`src/design/cti_pkg.sv`:
```
// ----------------------------------------------------------------------------
// Calibration table interpolator package
// Shared types and constants for the interpolator front end and back end.
// ----------------------------------------------------------------------------
package cti_pkg;

  localparam int unsigned TableDepth = 64;
  localparam int unsigned IdxW       = $clog2(TableDepth);
  localparam int unsigned CntW       = 7;
  localparam int unsigned QueueDepth = 2;

  typedef enum logic {
    FUNC_LOAD  = 1'b0,
    FUNC_QUERY = 1'b1
  } func_e;

  typedef struct packed {
    logic        func;
    logic [5:0]  entry_index;
    logic [31:0] entry_freq;
    logic signed [31:0] entry_value_a;
    logic signed [31:0] entry_value_b;
    logic [31:0] query_freq;
  } cti_in_t;

  typedef struct packed {
    logic        found;
    logic signed [31:0] interp_a;
    logic signed [31:0] interp_b;
  } cti_out_t;

  // One queued query: the frequency and the clamped entry count.
  typedef struct packed {
    logic [31:0]     freq;
    logic [CntW-1:0] count;
  } cti_query_t;

  typedef enum logic [2:0] {
    ST_IDLE,
    ST_READ,
    ST_CMP,
    ST_MUL,
    ST_START,
    ST_DIV,
    ST_DONE
  } cti_state_e;

endpackage

```
`src/design/cti_front.sv`:
```
// ----------------------------------------------------------------------------
// Command front end
// Accepts items, writes load items into the table and queues queries.
// ----------------------------------------------------------------------------
module cti_front
  import cti_pkg::*;
(
  input  logic            clk_i,
  input  logic            rst_ni,
  input  logic            start,
  input  cti_in_t         item_i,
  input  logic            cfg_we_i,
  input  logic [CntW-1:0] cfg_wdata_i,
  input  logic            q_full_i,
  input  logic            idle_i,
  output logic            busy,
  output logic            q_push_o,
  output cti_query_t      q_data_o,
  output logic            wr_en_o,
  output logic [IdxW-1:0] wr_idx_o,
  output logic [95:0]     wr_data_o
);

  logic [CntW-1:0] count_q;
  logic            accept;

  // A load waits until every earlier query has finished with the table.
  assign busy     = q_full_i || ((item_i.func == FUNC_LOAD) && !idle_i);
  assign accept   = start && !busy;
  assign wr_en_o  = accept && (item_i.func == FUNC_LOAD);
  assign wr_idx_o = item_i.entry_index[IdxW-1:0];
  assign wr_data_o = {item_i.entry_freq, item_i.entry_value_a, item_i.entry_value_b};
  assign q_push_o = accept && (item_i.func == FUNC_QUERY);
  assign q_data_o.freq  = item_i.query_freq;
  assign q_data_o.count = (count_q > CntW'(TableDepth)) ? CntW'(TableDepth) : count_q;

  always_ff @(posedge clk_i or negedge rst_ni) begin
    if (!rst_ni) begin
      count_q <= '0;
    end else if (cfg_we_i) begin
      count_q <= cfg_wdata_i;
    end
  end

endmodule

```
`config.mk`:
```
export PLATFORM = sky130hd
export DESIGN_NAME = cti_front
export DESIGN_NICKNAME = d
export VERILOG_FILES = /design/src/design/cti_pkg.sv /design/src/design/cti_front.sv
export SDC_FILE = /design/constraint.sdc
export NUM_CORES = 1
export LEC_CHECK = 0
export BUFFER_PORTS_ARGS = -buffer_cell sky130_fd_sc_hd__clkbuf_2
export CAP_MARGIN = 10
export CORE_AREA = 4 4 110 112
export DETAILED_ROUTE_END_ITERATION = 8
export DIE_AREA = 0 0 114 116
export PLACE_DENSITY = 0.44
export SYNTH_ARGS = -nofsm -noshare
export SYNTH_HDL_FRONTEND = slang
export SYNTH_SLANG_ARGS = --single-unit
```
`constraint.sdc`:
```
create_clock -name clk_i -period 1.15 [get_ports clk_i]
set_input_delay 0 -clock clk_i [delete_from_list [all_inputs] [get_ports clk_i]]
set_output_delay 0 -clock clk_i [all_outputs]
set_load 0.005 [all_outputs]
```
Word-level counts from Yosys, hierarchy flattened
Cells that the tools add are included.
{"block": "totals", "regBits": 7, "input_bits": 148, "out_inout_bits": 144, "elab_cells": 11}
{"block": "op_classes", "order_cmp": 1, "n_mux": 1, "bitwise_logic": 1, "n_reduce_logical": 7}
{"operator": "$gt A7 B7 Y1 const B", "count": 1}
{"operator": "$mux W7", "count": 1}
{"operator": "$logic_and A1 B1 Y1", "count": 4}
{"operator": "$logic_not A1 Y1", "count": 2}
{"operator": "$logic_or A1 B1 Y1", "count": 1}
{"operator": "$not A1 Y1", "count": 1}

Longest topological paths before layout
{"block": "logic_depth", "ltp_word": 6, "mapped_depth": 2, "mapped_depth_nobuf": 1}

Worst setup path before layout
Ideal clock, no wire load.
{"block": "synth_timing", "kind": "reg-to-reg", "from": "reg, netlist name count_q[6]", "to": "reg count_q[6]", "setup_ps": 125, "t_arrival_ps": 685, "required_ps": 1025, "setup_slack_ps": 339, "path_stages_with_launch": 2, "path_buffers": 0, "period_less_slack_ps": 811, "path_cell_list": "dfrtp_1 -> mux2_4"}
{"element": "end signal: assignment", "line_no": "cti_front.sv:41", "text": "count_q <= cfg_wdata_i;"}
{"element": "end: declaration", "line_no": "cti_front.sv:24", "text": "logic [CntW-1:0] count_q;"}

==> impl_results.md <==
* CP Launch Type: flop
* Average cell area after synthesis at 8.59 sq um
* Gate power share at 0.132
* Number of port buffers at 23
* Num CTS Buffers at 3
* Critical Path RT at 1.15 ns
* Setup ws final at 0.170 ns
* Worst slew margin at 0.782
* Critical Path Sink Type: output port
* Maximum clock frequency at 1.02 GHz
* Int Pwr at 820 uW
* Routed len/inst at 15.8 microns
* Final Skew at 0 ns
* Depth of the CTS H-tree at 1
* CP Class: reg2out
* Worst-case clock buffer depth at 2
* Total core area at 11,200 sq um
* First-pass GRT wire length at 3.73 mm
* Dpl ws at 0.291 ns
* Reg clk slew, reported paths at 0.04 ns
* Post-route DRC violation count at 0
* Clk Tree Root Cell: clkbuf_16
* Ant diodes at 0
* Crit path max-delay family: flip-flops
* Setup Buffers After CTS at 0
* Peak supply drop at 0.000913 V
* Synth Instances at 159
* Top reg by flops: count_q
* RD Place Congestion at 0.633
* Switch Pwr at 193 uW
* Most common cell in the netlist: buf_4
* Reg2Reg Setup Slack at 0.29 ns
* Slowest Stage Delay on Critical Path at 0.45 ns
* Area leader, netlist: buf_4
* DRT iter0 DRCs at 5
* Top flop regs: count_q (7)
* # IOs at 292
* DRT antenna net count at 0
* Seq pwr share at 0.288
* CTS tree: done
* Switching Share at 0.191
* Buf/Inv on CP at 1
* Main synth FF type: dfrtp_1
* P_leak at 0.000306 uW
* Crit path cell chain: nor2b_1, clkbuf_2
* Pin count of the biggest net entering global routing at 9
* Hold-fix buffers at CTS at 1
* Quantity of gates resized following cts at 0
* Max reg flops at 7
* CP Data Arrival Time at 0.98 ns
* Synth top area share at 0.737
* Library cells used by synthesis at 9
* Yosys Warn Count at 0
* Status: finished, final reports clean
* Post-Syn Area at 1370 sq um
* List of most frequent post-synthesis cells: buf_4 (134), dfrtp_1 (7), mux2_4 (7), nor2b_1 (6)
* Power share of the clock group at 0.580
* NumNets Final at 200
* DR vias/cell at 2.39
* Initial Util at 0.122
* Gr usage total at 0.0393
* Max capacitance violation total at 0
* Worst min path class: in2out
* Ys async rst share at 1.00
* RSZ-0062 raised after global routing: no
* Area delta synth->final at -46.7%
* Sink Count at 7
* Fin crit share at 0.853
* Total gr overflow at 0
* Total Negative Setup Slacks at 0 ns
* Slew of the pin with the lowest slew margin at 0.323 ns
* Vias in the first global route at 553
* CP Max Fanout at 8
* Layout cell share with drive strength beyond 1 at 0.647
* Routed wire length at 3.07 mm
* Synthesized Nets at 307
* FP Rows at 39
* Die Wd at 114 microns
* Flops & latches, synth at 7
* Seq/Total Area, Yosys at 0.128
* Die area at 13,200 sq um
* Pins Over Slew Limit at 0
* Clk_lat worst skew at 0.23 ns
* TritonRoute pass-1 iters at 2
* Vias at 463
* Die Y at 116 microns
* Final Hold Fails at 0
* Pwr Density at 1390 nW/um^2
* Setup violators final at 0
* Synth top area cells: buf_4 (74%), dfrtp_1 (13%), mux2_4 (7.7%)
* Tmin final at 0.980 ns
* CP max stage cell: dfrtp_1
* Number of flops mapped to enable cells by yosys at 0
* Initial antenna violation count at 0
[power by group through the flow]
stage	sequential (uW)	clock [uW]	combinational [uW]
detailed placement	294	0	133
CTS	292	595	137
floorplan	288	0	453
finish	292	587	134
global placement	294	0	134
global route	296	616	146
[layout make-up]
type / count / area, sq um
fillers: 1315 / 10500
multi-input cells: 16 / 169
clock buffers: 4 / 78.8
repair buffers: 24 / 125
flip-flops and latches: 7 / 175
well taps: 143 / 179
[metrics by stage]
stage            util  hold WS, ns  area [sq um]  instances  total power [uW]
3_5_place_dp   0.0569       -0.148           638        189               428
6_report       0.0648   0.00000197           727        194              1010
4_1_cts        0.0648    0.0000346           727        194              1020
3_3_place_gp   0.0569       -0.146           638        189               428
2_1_floorplan       -       -0.296          1370        159               741
5_1_grt        0.0648   0.00000795           727        194              1060
[path summary, 6_finish.rpt]
check / startpoint / end / cells past startpoint
max: count_q[6] / q_data_o[2] / 2
min: item_i[2] / q_data_o[9] / 0
max reg2reg: count_q[6] / count_q[6] / 1
min reg2reg: count_q[2] / count_q[2] / 1
max in group asynchronous: rst_ni / count_q[4] / 2
min in group asynchronous: rst_ni / count_q[2] / 2
[logic make-up (layout without fill, tap and decap cells)]
logic type,after synthesis,count (layout),synth area share
buf+inv,136,28,0.748
simple gates,8,8,0.0413
mux,7,7,0.0770
flops,7,7,0.128
compound gates,1,1,0.00550
[placed cells by master, fill, tap and decap left out]
cell / netlist / final
dfrtp_1: 7 / 7
o21bai_1: 1 / 1
nor4bb_1: 1 / 1
clkbuf_1: 1 / 1
and3b_1: 1 / 1
dlygate4sd3_1: 0 / 1
mux2_4: 7 / 7
clkbuf_2: 0 / 23
nor2b_1: 6 / 6
clkbuf_16: 0 / 3
[metal layers]
metal,up-vias,wire length (microns),global-route usage
li1,136,-,-
met2,111,949,0.0363
met5,-,0,0
met4,0,532,0.0705
met3,56,1120,0.0632
met1,160,473,0.0185
Note: power is estimated with default switching activity, not from simulation.
