File: config.mk
export PLATFORM = sky130hd
export DESIGN_NAME = cti_queue
export DESIGN_NICKNAME = d
export VERILOG_FILES = /design/src/design/cti_pkg.sv /design/src/design/cti_queue.sv
export SDC_FILE = /design/constraint.sdc
export NUM_CORES = 1
export LEC_CHECK = 0
export BUFFER_PORTS_ARGS = -buffer_cell sky130_fd_sc_hd__buf_2
export CAP_MARGIN = 20
export CORE_UTILIZATION = 44
export DETAILED_ROUTE_END_ITERATION = 10
export GPL_TIMING_DRIVEN = 0
export PLACE_DENSITY = 0.75
export SLEW_MARGIN = 10
export SYNTH_ARGS = -nofsm -noshare
export SYNTH_HDL_FRONTEND = slang
export SYNTH_SLANG_ARGS = --single-unit
File: constraint.sdc
create_clock -name clk_i -period 3.25 [get_ports clk_i]
set_clock_uncertainty 0.15 [all_clocks]
set_input_delay 0.325 -clock clk_i [delete_from_list [all_inputs] [get_ports clk_i]]
set_output_delay 0.325 -clock clk_i [all_outputs]
set_load 0.01 [all_outputs]
File: src/design/cti_pkg.sv
// ----------------------------------------------------------------------------
// Calibration table interpolator package
// Shared types and constants for the interpolator front end and back end.
// ----------------------------------------------------------------------------
package cti_pkg;

  localparam int unsigned TableDepth = 64;
  localparam int unsigned IdxW       = $clog2(TableDepth);
  localparam int unsigned CntW       = 7;
  localparam int unsigned QueueDepth = 2;

  typedef enum logic {
    FUNC_LOAD  = 1'b0,
    FUNC_QUERY = 1'b1
  } func_e;

  typedef struct packed {
    logic        func;
    logic [5:0]  entry_index;
    logic [31:0] entry_freq;
    logic signed [31:0] entry_value_a;
    logic signed [31:0] entry_value_b;
    logic [31:0] query_freq;
  } cti_in_t;

  typedef struct packed {
    logic        found;
    logic signed [31:0] interp_a;
    logic signed [31:0] interp_b;
  } cti_out_t;

  // One queued query: the frequency and the clamped entry count.
  typedef struct packed {
    logic [31:0]     freq;
    logic [CntW-1:0] count;
  } cti_query_t;

  typedef enum logic [2:0] {
    ST_IDLE,
    ST_READ,
    ST_CMP,
    ST_MUL,
    ST_START,
    ST_DIV,
    ST_DONE
  } cti_state_e;

endpackage

File: src/design/cti_queue.sv
// ----------------------------------------------------------------------------
// Query queue
// Short FIFO that carries classified queries from the front end to the back.
// ----------------------------------------------------------------------------
module cti_queue
  import cti_pkg::*;
(
  input  logic       clk_i,
  input  logic       rst_ni,
  input  logic       push_i,
  input  cti_query_t push_data_i,
  output logic       full_o,
  input  logic       pop_i,
  output cti_query_t pop_data_o,
  output logic       empty_o
);

  localparam int unsigned PtrW = $clog2(QueueDepth);

  cti_query_t      mem_q [QueueDepth];
  logic [PtrW-1:0] wr_ptr_q, rd_ptr_q;
  logic [PtrW:0]   fill_q;

  assign full_o     = (fill_q == (PtrW+1)'(QueueDepth));
  assign empty_o    = (fill_q == '0);
  assign pop_data_o = mem_q[rd_ptr_q];

  always_ff @(posedge clk_i) begin
    if (push_i) begin
      mem_q[wr_ptr_q] <= push_data_i;
    end
  end

  always_ff @(posedge clk_i or negedge rst_ni) begin
    if (!rst_ni) begin
      wr_ptr_q <= '0;
      rd_ptr_q <= '0;
      fill_q   <= '0;
    end else begin
      if (push_i) begin
        wr_ptr_q <= wr_ptr_q + 1'b1;
      end
      if (pop_i) begin
        rd_ptr_q <= rd_ptr_q + 1'b1;
      end
      fill_q <= fill_q + (PtrW+1)'(push_i) - (PtrW+1)'(pop_i);
    end
  end

endmodule

# Word-level counts from Yosys, hierarchy flattened
# Memories as Yosys holds them, arrays and structs flattened.
# Cells that the tools add are included.
[totals] ff_bits=4 ramBits=78 input_bits=43 wordCells=12 mem_count=1
[mem_list] memory="mem_q" depth=2 word_bits=39 rd=1 rd_ports_with_merged_regs=0 wr=1 line="cti_queue.sv:20" rtl="cti_query_t mem_q [QueueDepth];"
[op_classes] n_addsub=4 eq_ne=1 mux=2 reduce_logical=1
[ops] operator="adder 1 bit (second input constant)" n=2
[ops] operator="adder 2 x 1 -> 2 bit" n=1
[ops] operator="equality test 2 bit (second input constant)" n=1
[ops] operator="zero test 2 bit" n=1
[ops] operator="two-way mux 1 bit" n=2
[ops] operator="subtractor 2 x 1 -> 2 bit" n=1

# Depth between registers and ports, before layout
[logic_depth] depth_word=2 ltp_mapped=5 depth_no_buf=5

# Worst setup path after synthesis
# No wires, ideal clock.
[synth_path] kind="register -> register" startpoint="register wr_ptr_q" endpoint="memory mem_q[0][0] in the netlist's numbering, enable pin" setup_time_ns=0.440 arrival_ns=2.149 t_required_ns=2.660 slack_ns=0.511 stages_incl_launch_ff=2 n_path_buf=0 synth_period_minus_slack_ns=2.739 cell_sequence="dfrtp_1 nor2b_1"
[synth_lines] element="start, declared" line="cti_queue.sv:21" rtl="logic [PtrW-1:0] wr_ptr_q, rd_ptr_q;"
[synth_lines] element="start signal, assigned" line="cti_queue.sv:41" rtl="wr_ptr_q <= wr_ptr_q + 1'b1;"
[synth_lines] element="end, declared" line="cti_queue.sv:20"
# Straight into the memory's write port.

==> results.cfg <==
[detailed_routing]
routed.top_layer = met4
drt-wirelength-per-cell_um = 15.7
wl_met3_um = 294
drc = 7
via_per_inst = 4.71
drt_iter0_drc = 50
wl_met2_um = 2860
wl_um = 5410
vias = 1620
drt-pass1-iter-count = 8
drt-met1-wl_um = 2150
drtAntennaViolNets = 0

[place]
io_buffers = 83
place.gp.congestion = 0.709
dp_slack_ps = 1520
hpwl_um = 3330

[logic_synthesis]
synthCells = 136
syn_avg_cell_area_um2 = 22.2
syn_nets = 181
synth-seq-cells = 82
netlist_area_mm2 = 0.00302
ys_types = 11
yosysWarnings = 0
ys_seq_area_frac = 0.808

[sta]
timing.fmax_mhz = 505
finalSetupViolCount = 0
slew_headroom = 0.606
setup_slack_ps = 1270
final_max_slew_viol_count = 0
finalCriticalPeriod_ps = 1980
finalCritPeriodShare = 0.609
rsz0062_at_grt = false
hold_viol = 0
worstMarginPinSlew_ps = 590
finalSetupTns_ps = 0

[power_and_ir_drop]
ir_drop_mv = 0.477
seqPwrFrac = 0.450
intPower_mw = 2.36
pwr-share-comb = 0.308
net-switching-power_uw = 916
p_clk_frac = 0.242
switching_share = 0.279
p_leak_nw = 1.60
power_density_mw_per_mm2 = 798

[critical_path]
endpoint_kind = primary output
cp_slowest_stage_delay_ps = 470
start_kind = flip-flop
cp_top_family = flip-flops
slowest_stage = dfrtp_1
crit_chain = buf_6 -> mux2_2 -> buf_2
worstPathMaxFanout = 10
path_buf_inv = 2
critical_path_class = flip-flop to primary output
critPathArrivalTime_ps = 1500
crit_required_ps = 2770

[global_routing]
grt_overflow = 0
grt_pass1_vias = 1734
antenna_found_initial = 0
grt_max_degree = 35
grt_pass1_wl_um = 8150
grtUsageTotal = 0.159

[cts]
clock_path_buffers = 2
cts_resized = 0
clk_latency_ps = 350
cts_buffers = 9
clock_sinks = 82
clock-root-buffer = clkbuf_8
cts_tree = built
h-tree-depth = 3
clk_pin_slew_ps = 80

[floorplanning]
placementRows = 29
die_height_um = 84.9
io_pins = 84
dieArea_mm2 = 0.00721
initial_core_util = 0.465
core_area_mm2 = 0.00649
die_x_um = 84.9

[outcome]
outcome = complete, but fails checks
violations = DRC

[min_path]
hold_path.class = input pin to flip-flop

[run]
cap_violations = 0

[finish]
drive_gt1_frac = 0.543
layout_common_cells = buf_2 (83), edfxtp_1 (78), mux2_2 (39)
final_common_cell = buf_2
n_antenna_cell = 0
area_growth_pct = 35.9
nNetsFinal = 307
[registers in the layout (all words and copies together) (netlist names)]
| signal | count |
|---|---|
| mem_q | 78 |
| fill_q | 2 |
| rd_ptr_q | 1 |
| wr_ptr_q | 1 |
[synthesized netlist by cell type]
library cell	n	area (um^2)
nor2b_1	2	12.5
ha_1	2	25.0
dfrtp_1	4	100
and2_1	1	6.26
buf_6	4	45.0
edfxtp_1	78	2340
nor2_1	1	3.75
mux2_2	39	439
xor2_1	2	17.5
inv_1	2	7.51
xor3_1	1	23.8
[power by group through the flow]
stage / registers (mW) / clock network, mW / logic [mW]
after floorplan: 1.48 / 0 / 0.630
after global placement: 1.50 / 0 / 0.947
after detailed placement: 1.50 / 0 / 0.993
after CTS: 1.48 / 0.815 / 1.03
after global routing: 1.50 / 0.854 / 1.09
final: 1.47 / 0.793 / 1.01
[logic make-up after synthesis]
kind of cell               Yosys count  synth area share
xor gates and xnor gates             3            0.0137
and+or+nand+nor                      4           0.00745
adders and majority gates            2           0.00828
DFF                                 82             0.808
muxes                               39             0.145
buffers and inverters                6            0.0174
[routing by layer]
layer / track usage / vias to the layer above
li1: - / 785
met1: 0.168 / 771
met2: 0.279 / 56
met3: 0.0506 / 8
met4: 0.0940 / 0
met5: 0 / -
[area by class of cell]
class	count	area, um^2
Multi-Input combinational cell	48	537
Tap cell	77	96.3
Buffer	4	45.0
Timing Repair Buffer	115	763
Clock inverter	6	90.1
Fill cell	455	2390
Clock buffer	10	128
Sequential cell	82	2440
Inverter	2	7.51
[worst paths after layout]
kind	startpoint	endpoint	slack (ps)	cells past startpoint
worst max-delay path	rd_ptr_q$_DFFE_PN0P_	pop_data_o[36]	1270	3
max in group asynchronous	rst_ni	fill_q[1]$_DFF_PN0_	2660	2
worst min-delay path	push_data_i[16]	mem_q[0][16]$_DFFE_PP_	20	1
worst min register to register	wr_ptr_q$_DFFE_PN0P_	wr_ptr_q$_DFFE_PN0P_	400	1
worst max register to register	wr_ptr_q$_DFFE_PN0P_	mem_q[0][0]$_DFFE_PP_	1620	2
min in group asynchronous	rst_ni	fill_q[0]$_DFF_PN0_	150	2
[what timing repair did]
action	4_1_cts	5_1_grt
hold endpoints to repair	51	5
buffers inserted	0	0
hold buffers	27	3
[through the flow]
stage / instance area, um^2 / power [mW] / hold slack [ps] / instances / utilization
floorplan: 3020 / 2.11 / -121 / 136 / -
global placement: 3530 / 2.44 / -16.9 / 296 / 0.544
detailed placement: 3590 / 2.49 / -9.68 / 298 / 0.553
CTS: 4080 / 3.32 / 0.213 / 341 / 0.628
global route: 4110 / 3.44 / 1.18 / 344 / 0.633
finish: 4110 / 3.28 / 20.0 / 344 / 0.633
No activity file was read; power rests on OpenSTA's default activity.
